<file path="config.mk">
export PLATFORM = sky130hd
export DESIGN_NAME = threshold_spot_centroid_tracker_core
export DESIGN_NICKNAME = d
export VERILOG_FILES = /design/src/stc_pkg.sv /design/src/stc_front.sv /design/src/stc_fifo.sv /design/src/stc_div.sv /design/src/stc_back.sv /design/src/threshold_spot_centroid_tracker_core.sv
export SDC_FILE = /design/constraint.sdc
export NUM_CORES = 1
export LEC_CHECK = 0
export ABC_AREA = 1
export BUFFER_PORTS_ARGS = -buffer_cell sky130_fd_sc_hd__buf_2
export CAP_MARGIN = 20
export CORE_ASPECT_RATIO = 0.5
export CORE_MARGIN = 5
export CORE_UTILIZATION = 65
export DETAILED_ROUTE_END_ITERATION = 8
export GPL_ROUTABILITY_DRIVEN = 0
export HOLD_SLACK_MARGIN = 0.03
export PLACE_DENSITY = 0.83
export SLEW_MARGIN = 15
export SYNTH_ARGS = -nofsm -noshare
export SYNTH_HDL_FRONTEND = slang
export SYNTH_SLANG_ARGS = --single-unit
export TNS_END_PERCENT = 20
</file>
<file path="constraint.sdc">
create_clock -name clk -period 18.6 [get_ports clk]
set_clock_uncertainty 0.15 [all_clocks]
set_input_delay 3.72 -clock clk [delete_from_list [all_inputs] [get_ports clk]]
set_output_delay 3.72 -clock clk [all_outputs]
set_load 0.02 [all_outputs]
</file>
<file path="src/stc_pkg.sv">
// Shared types and constants for the threshold spot centroid tracker.
// Holds the pixel, result, frame record and configuration structs, the register index and the state encodings.
// Depends on nothing.
package stc_pkg;

  localparam int PIX_W      = 8;
  localparam int COORD_W    = 10;
  localparam int CNT_W      = 21;
  localparam int SUM_W      = 31;
  localparam int LIM_W      = 13;
  localparam int CFG_IDX_W  = 4;
  localparam int CFG_DATA_W = 21;

  // Gray weights, rounding term and scale (fixed point, 14 fraction bits).
  localparam int GRAY_SUM_W = 22;
  localparam int GRAY_SHIFT = 14;
  localparam logic [GRAY_SUM_W-1:0] GRAY_WB  = GRAY_SUM_W'(1868);
  localparam logic [GRAY_SUM_W-1:0] GRAY_WG  = GRAY_SUM_W'(9617);
  localparam logic [GRAY_SUM_W-1:0] GRAY_WR  = GRAY_SUM_W'(4899);
  localparam logic [GRAY_SUM_W-1:0] GRAY_RND = GRAY_SUM_W'(8192);

  localparam int DEF_MAX_COLS = 1024;
  localparam int DEF_MAX_ROWS = 1024;
  localparam int DEF_FQ_DEPTH = 2;

  localparam logic [PIX_W-1:0] RST_THRESH_LOW  = PIX_W'(200);
  localparam logic [PIX_W-1:0] RST_THRESH_HIGH = PIX_W'(255);
  localparam logic [CNT_W-1:0] RST_AREA_MIN    = CNT_W'(1);
  localparam logic [CNT_W-1:0] RST_AREA_MAX    = CNT_W'(39);

  typedef enum logic [CFG_IDX_W-1:0] {
    CFG_THRESH_LOW  = 4'd0,
    CFG_THRESH_HIGH = 4'd1,
    CFG_AREA_MIN    = 4'd2,
    CFG_AREA_MAX    = 4'd3
  } cfg_idx_e;

  typedef enum logic [1:0] {
    BK_IDLE,
    BK_DIV_X,
    BK_DIV_Y,
    BK_DONE
  } back_state_e;

  typedef struct packed {
    logic [PIX_W-1:0]   blue;
    logic [PIX_W-1:0]   green;
    logic [PIX_W-1:0]   red;
    logic [COORD_W-1:0] col;
    logic [COORD_W-1:0] row;
    logic               frame_end;
  } pixel_t;

  typedef struct packed {
    logic               spot_found;
    logic [COORD_W-1:0] spot_x;
    logic [COORD_W-1:0] spot_y;
    logic               spot_still;
    logic [CNT_W-1:0]   lit_count;
  } result_t;

  typedef struct packed {
    logic [CNT_W-1:0] count;
    logic [SUM_W-1:0] sum_col;
    logic [SUM_W-1:0] sum_row;
  } frame_t;

  typedef struct packed {
    logic [PIX_W-1:0] thresh_low;
    logic [PIX_W-1:0] thresh_high;
    logic [CNT_W-1:0] area_min;
    logic [CNT_W-1:0] area_max;
  } cfg_t;

endpackage

</file>
<file path="src/stc_front.sv">
// Front end: gray conversion, threshold and per-frame moment accumulation.
// Pushes one frame record per frame into the frame queue. Uses stc_pkg.
module stc_front #(
  parameter int MAX_COLS = stc_pkg::DEF_MAX_COLS,
  parameter int MAX_ROWS = stc_pkg::DEF_MAX_ROWS
) (
  input  logic              clk,
  input  logic              rst,
  input  stc_pkg::cfg_t     cfg,
  input  stc_pkg::pixel_t   pixel,
  input  logic              push,
  output logic              full,
  output logic              fq_push,
  output stc_pkg::frame_t   fq_data,
  input  logic              fq_full
);

  logic [stc_pkg::GRAY_SUM_W-1:0] gray_sum;
  logic                           in_frame;

  logic                        a_valid;
  logic [stc_pkg::PIX_W-1:0]   a_gray;
  logic [stc_pkg::COORD_W-1:0] a_col;
  logic [stc_pkg::COORD_W-1:0] a_row;
  logic                        a_inside;
  logic                        a_fend;

  logic [stc_pkg::CNT_W-1:0] count_acc;
  logic [stc_pkg::SUM_W-1:0] sum_col_acc;
  logic [stc_pkg::SUM_W-1:0] sum_row_acc;

  logic                      lit;
  logic                      stall;
  logic [stc_pkg::CNT_W:0]   count_inc;
  logic [stc_pkg::SUM_W:0]   col_inc;
  logic [stc_pkg::SUM_W:0]   row_inc;
  logic [stc_pkg::CNT_W-1:0] count_next;
  logic [stc_pkg::SUM_W-1:0] sum_col_next;
  logic [stc_pkg::SUM_W-1:0] sum_row_next;

  assign gray_sum = stc_pkg::GRAY_SUM_W'(pixel.blue)  * stc_pkg::GRAY_WB
                  + stc_pkg::GRAY_SUM_W'(pixel.green) * stc_pkg::GRAY_WG
                  + stc_pkg::GRAY_SUM_W'(pixel.red)   * stc_pkg::GRAY_WR
                  + stc_pkg::GRAY_RND;

  assign in_frame =
    (stc_pkg::LIM_W'(pixel.col) < stc_pkg::LIM_W'(MAX_COLS)) &&
    (stc_pkg::LIM_W'(pixel.row) < stc_pkg::LIM_W'(MAX_ROWS));

  // Hold the last pixel of a frame while the frame queue has no room.
  assign stall = a_valid && a_fend && fq_full;
  assign full  = stall;

  assign lit = a_inside && (a_gray >= cfg.thresh_low) && (a_gray <= cfg.thresh_high);

  assign count_inc = {1'b0, count_acc} + (stc_pkg::CNT_W + 1)'(1);
  assign col_inc   = {1'b0, sum_col_acc} + (stc_pkg::SUM_W + 1)'(a_col);
  assign row_inc   = {1'b0, sum_row_acc} + (stc_pkg::SUM_W + 1)'(a_row);

  always_comb begin
    count_next   = count_acc;
    sum_col_next = sum_col_acc;
    sum_row_next = sum_row_acc;
    if (lit) begin
      count_next   = count_inc[stc_pkg::CNT_W] ? '1 : count_inc[stc_pkg::CNT_W-1:0];
      sum_col_next = col_inc[stc_pkg::SUM_W] ? '1 : col_inc[stc_pkg::SUM_W-1:0];
      sum_row_next = row_inc[stc_pkg::SUM_W] ? '1 : row_inc[stc_pkg::SUM_W-1:0];
    end
  end

  assign fq_push         = a_valid && a_fend && !fq_full;
  assign fq_data.count   = count_next;
  assign fq_data.sum_col = sum_col_next;
  assign fq_data.sum_row = sum_row_next;

  always_ff @(posedge clk) begin
    if (rst) begin
      a_valid     <= 1'b0;
      count_acc   <= '0;
      sum_col_acc <= '0;
      sum_row_acc <= '0;
    end else if (!stall) begin
      a_valid <= push;
      if (a_valid) begin
        if (a_fend) begin
          count_acc   <= '0;
          sum_col_acc <= '0;
          sum_row_acc <= '0;
        end else begin
          count_acc   <= count_next;
          sum_col_acc <= sum_col_next;
          sum_row_acc <= sum_row_next;
        end
      end
    end
  end

  always_ff @(posedge clk) begin
    if (!stall && push) begin
      a_gray   <= gray_sum[stc_pkg::GRAY_SHIFT +: stc_pkg::PIX_W];
      a_col    <= pixel.col;
      a_row    <= pixel.row;
      a_inside <= in_frame;
      a_fend   <= pixel.frame_end;
    end
  end

  a_no_push_full: assert property (@(posedge clk) disable iff (rst)
    fq_push |-> !fq_full)
    else $error("frame record pushed into a full queue");

endmodule

</file>
<file path="src/stc_fifo.sv">
// Short register queue of frame records between front and back end.
// Depth is a parameter, at least two. Uses stc_pkg for the record type.
module stc_fifo #(
  parameter int DEPTH = stc_pkg::DEF_FQ_DEPTH
) (
  input  logic            clk,
  input  logic            rst,
  input  logic            push,
  input  stc_pkg::frame_t din,
  output logic            full,
  input  logic            pop,
  output stc_pkg::frame_t dout,
  output logic            empty
);

  localparam int PW = (DEPTH > 1) ? $clog2(DEPTH) : 1;
  localparam int CW = $clog2(DEPTH + 1);

  stc_pkg::frame_t entries [DEPTH];
  logic [PW-1:0]   wptr;
  logic [PW-1:0]   rptr;
  logic [CW-1:0]   fill;
  logic            do_push;
  logic            do_pop;

  assign full    = (fill == CW'(DEPTH));
  assign empty   = (fill == '0);
  assign do_push = push && !full;
  assign do_pop  = pop && !empty;
  assign dout    = entries[rptr];

  always_ff @(posedge clk) begin
    if (rst) begin
      wptr <= '0;
      rptr <= '0;
      fill <= '0;
    end else begin
      if (do_push) begin
        wptr <= (wptr == PW'(DEPTH - 1)) ? '0 : wptr + PW'(1);
      end
      if (do_pop) begin
        rptr <= (rptr == PW'(DEPTH - 1)) ? '0 : rptr + PW'(1);
      end
      if (do_push && !do_pop) begin
        fill <= fill + CW'(1);
      end else if (do_pop && !do_push) begin
        fill <= fill - CW'(1);
      end
    end
  end

  always_ff @(posedge clk) begin
    if (do_push) begin
      entries[wptr] <= din;
    end
  end

endmodule

</file>
<file path="src/stc_div.sv">
// Restoring divider, one quotient bit per cycle, for the centroid.
// Divides a moment sum by the lit count. Uses stc_pkg widths.
module stc_div (
  input  logic                      clk,
  input  logic                      rst,
  input  logic                      start,
  input  logic [stc_pkg::SUM_W-1:0] dividend,
  input  logic [stc_pkg::CNT_W-1:0] divisor,
  output logic                      done,
  output logic [stc_pkg::SUM_W-1:0] quotient
);

  localparam int STEP_W = $clog2(stc_pkg::SUM_W);

  logic                      busy;
  logic [STEP_W-1:0]         step;
  logic [stc_pkg::CNT_W-1:0] rem;
  logic [stc_pkg::SUM_W-1:0] quo;
  logic [stc_pkg::CNT_W-1:0] dsr;
  logic [stc_pkg::CNT_W:0]   trial;
  logic [stc_pkg::CNT_W:0]   diff;
  logic                      fits;

  assign trial    = {rem, quo[stc_pkg::SUM_W-1]};
  assign diff     = trial - {1'b0, dsr};
  assign fits     = (trial >= {1'b0, dsr});
  assign quotient = quo;

  always_ff @(posedge clk) begin
    if (rst) begin
      busy <= 1'b0;
      done <= 1'b0;
      step <= '0;
    end else begin
      done <= 1'b0;
      if (start) begin
        busy <= 1'b1;
        step <= '0;
      end else if (busy) begin
        step <= step + STEP_W'(1);
        if (step == STEP_W'(stc_pkg::SUM_W - 1)) begin
          busy <= 1'b0;
          done <= 1'b1;
        end
      end
    end
  end

  // Shift the dividend through, subtract where the divisor fits.
  always_ff @(posedge clk) begin
    if (start) begin
      rem <= '0;
      quo <= dividend;
      dsr <= divisor;
    end else if (busy) begin
      rem <= fits ? diff[stc_pkg::CNT_W-1:0] : trial[stc_pkg::CNT_W-1:0];
      quo <= {quo[stc_pkg::SUM_W-2:0], fits};
    end
  end

  a_done_after_busy: assert property (@(posedge clk) disable iff (rst)
    done |-> $past(busy))
    else $error("divider done without a division in flight");

endmodule

</file>
<file path="src/stc_back.sv">
// Back end: area window check, centroid division and still-spot detection.
// Takes frame records from the queue and holds one result. Uses stc_pkg, stc_div.
module stc_back (
  input  logic              clk,
  input  logic              rst,
  input  stc_pkg::cfg_t     cfg,
  input  stc_pkg::frame_t   fq_data,
  input  logic              fq_empty,
  output logic              fq_pop,
  output stc_pkg::result_t  result,
  output logic              empty,
  input  logic              pop
);

  stc_pkg::back_state_e state;
  stc_pkg::back_state_e state_next;

  stc_pkg::frame_t             rec;
  logic                        found_r;
  logic [stc_pkg::COORD_W-1:0] x_r;
  logic [stc_pkg::COORD_W-1:0] y_r;
  logic                        prev_valid;
  logic [stc_pkg::COORD_W-1:0] prev_x;
  logic [stc_pkg::COORD_W-1:0] prev_y;
  logic                        out_valid;
  stc_pkg::result_t            out_r;

  logic                        head_found;
  logic                        div_start;
  logic [stc_pkg::SUM_W-1:0]   div_dividend;
  logic [stc_pkg::CNT_W-1:0]   div_divisor;
  logic                        div_done;
  logic [stc_pkg::SUM_W-1:0]   div_quo;
  logic [stc_pkg::COORD_W-1:0] quo_clamped;
  logic                        ld_rec;
  logic                        ld_zero;
  logic                        ld_x;
  logic                        ld_y;
  logic                        wr_out;
  logic                        still;

  assign head_found = (fq_data.count >= cfg.area_min) && (fq_data.count <= cfg.area_max);
  assign quo_clamped = (|div_quo[stc_pkg::SUM_W-1:stc_pkg::COORD_W]) ? '1
                     : div_quo[stc_pkg::COORD_W-1:0];
  assign still = found_r && prev_valid && (x_r == prev_x) && (y_r == prev_y);

  stc_div u_div (
    .clk      (clk),
    .rst      (rst),
    .start    (div_start),
    .dividend (div_dividend),
    .divisor  (div_divisor),
    .done     (div_done),
    .quotient (div_quo)
  );

  always_ff @(posedge clk) begin
    if (rst) begin
      state <= stc_pkg::BK_IDLE;
    end else begin
      state <= state_next;
    end
  end

  always_comb begin
    state_next   = state;
    fq_pop       = 1'b0;
    div_start    = 1'b0;
    div_dividend = rec.sum_row;
    div_divisor  = rec.count;
    ld_rec       = 1'b0;
    ld_zero      = 1'b0;
    ld_x         = 1'b0;
    ld_y         = 1'b0;
    wr_out       = 1'b0;
    case (state)
      stc_pkg::BK_IDLE: begin
        if (!fq_empty) begin
          fq_pop = 1'b1;
          ld_rec = 1'b1;
          if (head_found && (fq_data.count != '0)) begin
            div_start    = 1'b1;
            div_dividend = fq_data.sum_col;
            div_divisor  = fq_data.count;
            state_next   = stc_pkg::BK_DIV_X;
          end else begin
            ld_zero    = 1'b1;
            state_next = stc_pkg::BK_DONE;
          end
        end
      end
      stc_pkg::BK_DIV_X: begin
        if (div_done) begin
          ld_x       = 1'b1;
          div_start  = 1'b1;
          state_next = stc_pkg::BK_DIV_Y;
        end
      end
      stc_pkg::BK_DIV_Y: begin
        if (div_done) begin
          ld_y       = 1'b1;
          state_next = stc_pkg::BK_DONE;
        end
      end
      stc_pkg::BK_DONE: begin
        if (!out_valid || pop) begin
          wr_out     = 1'b1;
          state_next = stc_pkg::BK_IDLE;
        end
      end
      default: begin
        state_next = stc_pkg::BK_IDLE;
      end
    endcase
  end

  always_ff @(posedge clk) begin
    if (ld_rec) begin
      rec     <= fq_data;
      found_r <= head_found;
    end
    if (ld_zero) begin
      x_r <= '0;
      y_r <= '0;
    end
    if (ld_x) begin
      x_r <= quo_clamped;
    end
    if (ld_y) begin
      y_r <= quo_clamped;
    end
    if (wr_out) begin
      out_r.spot_found <= found_r;
      out_r.spot_x     <= x_r;
      out_r.spot_y     <= y_r;
      out_r.spot_still <= still;
      out_r.lit_count  <= rec.count;
    end
  end

  always_ff @(posedge clk) begin
    if (rst) begin
      out_valid  <= 1'b0;
      prev_valid <= 1'b0;
      prev_x     <= '0;
      prev_y     <= '0;
    end else begin
      if (wr_out) begin
        out_valid <= 1'b1;
      end else if (pop) begin
        out_valid <= 1'b0;
      end
      if (wr_out && found_r) begin
        prev_valid <= 1'b1;
        prev_x     <= x_r;
        prev_y     <= y_r;
      end
    end
  end

  assign result = out_r;
  assign empty  = !out_valid;

  a_div_nonzero: assert property (@(posedge clk) disable iff (rst)
    (state == stc_pkg::BK_DIV_X) |-> (rec.count != '0))
    else $error("centroid division started with a zero count");

  a_still_found: assert property (@(posedge clk) disable iff (rst)
    (out_valid && out_r.spot_still) |-> out_r.spot_found)
    else $error("still flag on a frame without a spot");

  a_no_spot_zero: assert property (@(posedge clk) disable iff (rst)
    (out_valid && !out_r.spot_found) |-> (out_r.spot_x == '0 && out_r.spot_y == '0))
    else $error("centroid not zero on a frame without a spot");

endmodule

</file>
<file path="src/threshold_spot_centroid_tracker_core.sv">
// Threshold spot centroid tracker, top level.
// Holds the configuration registers and ties front end, frame queue and back end.
// Uses stc_pkg, stc_front, stc_fifo, stc_back.
//
// The core takes one BGR pixel per clock, converts it to gray, marks it lit
// when it lies inside the inclusive threshold window, and sums the lit count
// and the lit columns and rows over a frame. On the pixel flagged frame_end
// it hands one frame record to a queue of FQ_DEPTH entries and starts the
// next frame in the following cycle, so pixels flow at one per clock. A back
// end takes each record, checks the count against the area window and, for a
// count inside it that is not zero, runs a shared one-bit-per-cycle restoring
// divider twice (column, then row). The result then waits in a one-entry
// output register. Pixel input stalls only while a last pixel waits in the
// front register for room in the frame queue (full goes high and holds the
// next pixel off), i.e. when short frames arrive faster than the back end
// retires them or results are not popped.
// Pixels with col >= MAX_COLS or row >= MAX_ROWS are never lit. Sums and the
// count saturate; a centroid above 1023 is clamped. The configuration port
// is always ready; write it only while no frame is in progress.
module threshold_spot_centroid_tracker_core #(
  parameter int MAX_COLS = stc_pkg::DEF_MAX_COLS,
  parameter int MAX_ROWS = stc_pkg::DEF_MAX_ROWS,
  parameter int FQ_DEPTH = stc_pkg::DEF_FQ_DEPTH
) (
  input  logic                           clk,
  input  logic                           rst,
  // pixel side
  input  logic                           push,
  output logic                           full,
  input  stc_pkg::pixel_t                pixel,
  // result side
  output logic                           empty,
  input  logic                           pop,
  output stc_pkg::result_t               result,
  // configuration writes
  input  logic                           cfg_valid,
  output logic                           cfg_ready,
  input  logic [stc_pkg::CFG_IDX_W-1:0]  cfg_index,
  input  logic [stc_pkg::CFG_DATA_W-1:0] cfg_data
);

  stc_pkg::cfg_t   cfg;
  logic            fq_push;
  stc_pkg::frame_t fq_din;
  logic            fq_full;
  logic            fq_pop;
  stc_pkg::frame_t fq_dout;
  logic            fq_empty;

  assign cfg_ready = 1'b1;

  // Register writes; unknown indexes drop silently.
  always_ff @(posedge clk) begin
    if (rst) begin
      cfg.thresh_low  <= stc_pkg::RST_THRESH_LOW;
      cfg.thresh_high <= stc_pkg::RST_THRESH_HIGH;
      cfg.area_min    <= stc_pkg::RST_AREA_MIN;
      cfg.area_max    <= stc_pkg::RST_AREA_MAX;
    end else if (cfg_valid && cfg_ready) begin
      case (cfg_index)
        stc_pkg::CFG_THRESH_LOW:  cfg.thresh_low  <= cfg_data[stc_pkg::PIX_W-1:0];
        stc_pkg::CFG_THRESH_HIGH: cfg.thresh_high <= cfg_data[stc_pkg::PIX_W-1:0];
        stc_pkg::CFG_AREA_MIN:    cfg.area_min    <= cfg_data[stc_pkg::CNT_W-1:0];
        stc_pkg::CFG_AREA_MAX:    cfg.area_max    <= cfg_data[stc_pkg::CNT_W-1:0];
        default: begin
        end
      endcase
    end
  end

  // Front end: convert, threshold, accumulate; one record per frame.
  stc_front #(
    .MAX_COLS (MAX_COLS),
    .MAX_ROWS (MAX_ROWS)
  ) u_front (
    .clk     (clk),
    .rst     (rst),
    .cfg     (cfg),
    .pixel   (pixel),
    .push    (push),
    .full    (full),
    .fq_push (fq_push),
    .fq_data (fq_din),
    .fq_full (fq_full)
  );

  // Frame queue: lets the divider run while the next frame streams in.
  stc_fifo #(
    .DEPTH (FQ_DEPTH)
  ) u_fq (
    .clk   (clk),
    .rst   (rst),
    .push  (fq_push),
    .din   (fq_din),
    .full  (fq_full),
    .pop   (fq_pop),
    .dout  (fq_dout),
    .empty (fq_empty)
  );

  // Back end: area window, centroid, still detection, result register.
  stc_back u_back (
    .clk      (clk),
    .rst      (rst),
    .cfg      (cfg),
    .fq_data  (fq_dout),
    .fq_empty (fq_empty),
    .fq_pop   (fq_pop),
    .result   (result),
    .empty    (empty),
    .pop      (pop)
  );

endmodule

</file>
* Word-level counts from Yosys, hierarchy flattened
Memory sizes are Yosys's and may differ from the RTL's. A register that Yosys moved wholly into a read port is not among the register bits.
Cells that the tools add are included.
Widths: inputs -> output; s select.
** Storage, ports and cells
- Memories :: 1
- Output and inout port bits :: 46
- Input port bits :: 75
- Memory bits (writable) :: 166
- Word-level logic and storage cells :: 168
- Bits in registers :: 395
** Cells by class
- Mux-type cells :: 55
- Magnitude comparators :: 5
- Reductions and logical operators :: 40
- Equality and inequality tests :: 14
- Bitwise operators :: 2
- $add $sub $neg :: 12
- Multipliers :: 3
** Memory list
- u_fq.entries :: depth 2, width 83, read ports 1, clocked after memory_dff 1, wr ports 1, line stc_fifo.sv:19 : stc_pkg::frame_t entries [DEPTH];
** Operators by type and width (count)
- $mux 31 :: 11
- $mux 21 :: 7
- $add 31x10->32 :: 2
- $mux 10 :: 4
- $mux 1 :: 24
- $add 19x22->22 :: 1
- $add 21x1->22 const B :: 1
- $add 22x14->22 const B :: 1
- $add 22x21->22 :: 1
- $ge 22x21->1 :: 1
- $mul 8x14->22 const B :: 1
- $ge 21x21->1 :: 1
- $le 21x21->1 :: 1
- $mul 8x13->21 const B :: 1
- $reduce_bool 21->1 :: 1
- $reduce_or 21->1 :: 1
- $sub 21x21->21 :: 1
- $eq 10x10->1 :: 2
- $mul 8x9->17 const B :: 1
- $logic_and 1x1->1 :: 15
- $mux 2 :: 7
- $reduce_and 2->1 :: 5
- $reduce_bool 2->1 :: 5
- $eq 4x2->1 const B :: 2
- other kinds (22) :: 34

* Depth between registers and ports, before layout
- Word-level depth :: 8
- Gate-level depth with buffers :: 30
- Depth with buffers taken out :: 30

* Cells and area by module
Synthesis repeated with hierarchy kept, for this count alone.
** Unflattened totals
- Cells, all modules :: 4192
- Area total of the unflattened synthesis :: 35668.0 sq um
** Modules (own cells, without submodules)
- stc_front :: instances 1, area each 14614.0 sq um, cells each 2114, sequential area each 2552.4 sq um
- stc_back :: instances 1, area each 6779.0 sq um, cells each 701, sequential area each 3963.8 sq um
- stc_fifo :: instances 1, area each 6585.1 sq um, cells each 295, sequential area each 5084.9 sq um
- stc_div :: instances 1, area each 4936.0 sq um, cells each 659, sequential area each 2122.0 sq um
- threshold_spot_centroid_tracker_core :: instances 1, area each 2753.9 sq um, cells each 423, sequential area each 1161.1 sq um

* Worst setup path before layout
Ideal clock, no wire load.
- Path type :: input-to-reg
- From :: input port pixel[39] in the netlist's numbering
- To :: register u_front.a_gray[5] in the netlist's numbering (data pin)
- Data arrival time :: 9761 ps
- Setup slack :: 8424 ps
- Path buffers :: 0
- Setup time :: 265 ps
- Required time :: 18185 ps
- Cell stages on the path :: 27
- Cells stage by stage :: inv_1 -> fa_1 -> inv_1 -> ha_1 -> fa_1 -> inv_1 -> fa_1 -> inv_1 -> ha_1 -> nand2_1 -> nor2_1 -> nand2_1 -> nand3_1 -> xor2_1 -> ha_1 -> ha_1 -> fa_1 -> inv_1 -> fa_1 -> fa_1 -> inv_1 -> ha_1 -> nand2_1 -> nor4_1 -> nand3_1 -> o211ai_1 -> xor2_1
** On the way
- Longest elaborated chain between the ends :: 4
** RTL lines
- from (decl) :: line threshold_spot_centroid_tracker_core.sv:30 : input stc_pkg::pixel_t pixel,
- $mul 8x9->17 :: line stc_front.sv:41 : assign gray_sum = stc_pkg::GRAY_SUM_W'(pixel.blue) * stc_pkg::GRAY_WB
- $add 19x22->22 :: line stc_front.sv:42 : + stc_pkg::GRAY_SUM_W'(pixel.green) * stc_pkg::GRAY_WG
- $add 22x21->22 :: line stc_front.sv:43 : + stc_pkg::GRAY_SUM_W'(pixel.red) * stc_pkg::GRAY_WR
- $add 22x14->22 :: line stc_front.sv:44 : + stc_pkg::GRAY_RND;
- via u_front.gray_sum (one bit) :: line stc_front.sv:18 : logic [stc_pkg::GRAY_SUM_W-1:0] gray_sum;
- to (signal assigned) :: line stc_front.sv:100 : a_gray <= gray_sum[stc_pkg::GRAY_SHIFT +: stc_pkg::PIX_W];
- to (decl) :: line stc_front.sv:22 : logic [stc_pkg::PIX_W-1:0] a_gray;
The timed path passes the listed nets, and every way through them passes these cells.
A chain may end at the register's enable or synchronous reset.

* Worst setup path in the final report
Same ends and word-level chain as after synthesis.

==> impl_results.md <==
- Standard cell core area: 51820 um2
- Internal Pwr Total: 3.350 mW
- CTS clk-pin slew, worst paths: 70 ps
- Dominant combinational cell family by area after synthesis: simple AND/OR/NAND/NOR gates
- Max Freq: 0.09507 GHz
- Hold buffers post-CTS: 0
- Max-slew headroom at the worst pin: 0.2729
- Share of flip-flops with an asynchronous set or reset after synthesis: 0
- VDD IR-drop max: 285.2 uV
- GRT Overall Usage: 0.2764
- Placement Rows: 59
- Hold Violations, Final: 0
- Startpoint types: primary input
- Number of standard cells after synthesis: 3993
- Critical path class: primary input to flop
- Comb power frac: 0.502
- Initial antenna violation count: 5
- Complex-gate fraction of the synthesized area: 0.07701
- Number of standard cells in the layout, taps in and fillers out: 4808
- Total of endpoints with negative setup slack in the final report: 0
- Root buf cell: clkbuf_16
- Post-layout nets: 4481
- Longest Clk Path Bufs: 3
- Cell accounting for the most synthesized area: edfxtp_1
- Drt pass-1 iters: 6
- Share of cell area taken by muxes after synthesis: 0.01945
- Fraction of power spent switching nets: 0.4246
- Synth-to-Final Area Change: 8.524%
- DRC Markers: 0
- EDFF count, synth: 363
- Per-instance average area after synthesis: 8.492 um2
- Share of cells above drive strength 1: 0.06672
- Synth Area in XOR/XNOR: 0.01756
- Adder and majority gate portion of the synthesized area: 0.1454
- Min cycle time layout: 10520 ps
- Synthesized net count: 4408
- Cell leakage power: 16.11 nW
- Part of the power in registers: 0.313
- Total Negative Setup Slacks: 0 ps
- Die width: 333.0 um
- Number of instances in the placed design: 4712
- Total Routed Length: 80670 um
- Arrival time of the worst setup path: 10680 ps
- Global route total overflow: 0
- Area enclosed by the die boundary: 57110 um2
- Switching power: 2.472 mW
- Type of destination of the critical path: flop
- Share of the clock period used by the worst path: 0.5655
- Synth unique cells: 51
- CTS tree: done
- Most common cell in the netlist: nand2_1
- Pin count of the biggest net entering global routing: 90
- First-pass GRT wire length: 130100 um
- HP Class: flop to flop
- RSZ-0062 raised after global routing: false
- Cells resized by post-CTS repair: 0
- Prevailing post-synth register cell: edfxtp_1
- Max-capacitance violation count: 0
- Antenna-violating nets left: 0
- Worst-path fanout max: 6
- Via count of the first global-routing pass: 26530
- DP HPWL: 58010 um
- Number of sinks driven by the clock tree: 562
- FF+latch count, synth: 562
- Count of synthesis-stage warnings from yosys: 0
- Clk pwr share: 0.185
- Post-Syn Area: 33910 um2
- Slew at the pin closest to its max-slew limit: 1091 ps
- Status: complete, no violations
- Maximum level of the CTS H-tree: 2
- Total of buffers placed on input and output ports: 119
- Number of DRC markers in iteration 0: 2937
- Synth area leaders: edfxtp_1, dfxtp_1, nand2_1
- Proportion of netlist area held by the largest area contributor: 0.3215
- Power density relative to cell area: 158.2 nW/um2
- Simple-gate area share of the yosys netlist: 0.2167
- Sequential share of the synthesized area: 0.4390
- Data required time at the worst endpoint: 18760 ps
- Insertion delay of the later-clocked pin in the worst-skew pair: 580 ps
- Final Slew Violations: 0
- Vias after detailed routing: 27430
- Count of pins on the block boundary: 121
- TritonCTS buffer count: 50
- Top cells by instance count after synthesis: nand2_1, inv_1, nor2_1
- Post-CTS Repair Setup Buffers: 0
- Initial Util: 0.6543
- Detail-routed via count per cell: 5.705
- Final antenna diode count: 0
- Die height: 171.5 um
- Wire per inst: 16.78 um
[kinds of logic after synthesis]
logic type                 Yosys count
muxes                               62
and+or+nand+nor                   1739
other                                1
AOI/OAI and AO/OA                  482
DFF                                562
buffers and inverters              739
xor gates and xnor gates            68
adders and majority gates          340
[path summary, 6_finish.rpt]
kind                                 start                                  to  slack, ps  depth (start not counted)
setup / recovery                 pixel[39]         u_front.a_gray[5]$_DFFE_PP_       8080                         28
hold / removal    u_back.rec[79]$_DFFE_PP_         u_back.result[17]$_DFFE_PP_        310                          0
setup reg to reg                      flop  u_back.u_div.quotient[0]$_DFFE_PP_      14260                         15
hold reg to reg   u_back.rec[79]$_DFFE_PP_         u_back.result[17]$_DFFE_PP_        310                          0
[final cells by class]
| type | count | area (um2) |
|---|---|---|
| Clock inverter | 31 | 365.4 |
| Clock buffer | 62 | 1326 |
| Timing Repair Buffer | 141 | 810.8 |
| Inverter | 619 | 2326 |
| Sequential cell | 562 | 14890 |
| Tap cell | 701 | 877.1 |
| Multi-Input combinational cell | 2692 | 16210 |
| Fill cell | 3835 | 15020 |
[power by group through the flow]
stage / sequential [mW] / combinational [mW] / clock [mW]
2_1_floorplan: 1.79 / 2.21 / 0
3_3_place_gp: 1.84 / 2.72 / 0
3_5_place_dp: 1.84 / 2.87 / 0
4_1_cts: 1.82 / 2.90 / 1.09
5_1_grt: 1.84 / 3.33 / 1.14
6_report: 1.82 / 2.92 / 1.08
[sequential cells by signal, summed over array words and instances (netlist names), 21 cells and up, named ones only]
| register | count |
|---|---|
| cfg | 58 |
| u_back.rec | 52 |
| u_back.result | 43 |
| u_back.u_div.dsr | 21 |
| u_back.u_div.quotient | 31 |
| u_back.u_div.rem | 21 |
| u_fq.entries | 166 |
| u_front.count_acc | 21 |
| u_front.sum_col_acc | 31 |
| u_front.sum_row_acc | 31 |
[routing by layer]
metal  vias to the layer above  global-route usage  part of all wire
li1                      13230                   -                 -
met1                     12870              0.3642              0.41
met2                      1134              0.4861              0.48
met3                       180             0.04234             0.081
met4                        10             0.07339             0.024
met5                         -                   0           0.00081
[through the flow]
| step | total power [mW] | cell area [um2] | util | hold slack [ps] | setup slack (ps) |
|---|---|---|---|---|---|
| after detailed placement | 4.711 | 35040 | 0.6761 | 289.0 | 7653 |
| final | 5.823 | 36800 | 0.7101 | 312.0 | 8082 |
| after global placement | 4.556 | 35040 | 0.6761 | 274.4 | 7930 |
| after CTS | 5.803 | 36730 | 0.7088 | 310.1 | 8250 |
| after global routing | 6.308 | 36800 | 0.7101 | 329.9 | 7681 |
| after floorplan | 4.004 | 33910 | - | 275.7 | 8424 |
[critical path, stage by stage]
cell	delay [ps]
buf_2	150
inv_1	70
fa_1	530
inv_1	40
ha_1	310
fa_1	560
inv_1	60
fa_1	520
inv_1	40
ha_1	380
nand2_1	80
nor2_1	120
nand2_1	70
nand3_1	160
xor2_1	230
ha_1	290
ha_1	310
fa_1	510
inv_1	60
fa_1	470
fa_1	550
inv_1	40
ha_1	330
nand2_1	140
nor4_1	480
nand3_1	140
o211ai_1	220
xor2_1	90
[cells in the final DEF (no fill, tap or decap), types with 90 or more instances in the layout]
cell and count:
nand3_1 249, ha_1 250, a21oi_1 249, fa_1 90, nor2_1 376, edfxtp_1 363
o21ai_0 125, dfxtp_1 198, nand2_1 898, inv_1 615, buf_2 118
Power figures use the tool's default switching activity.
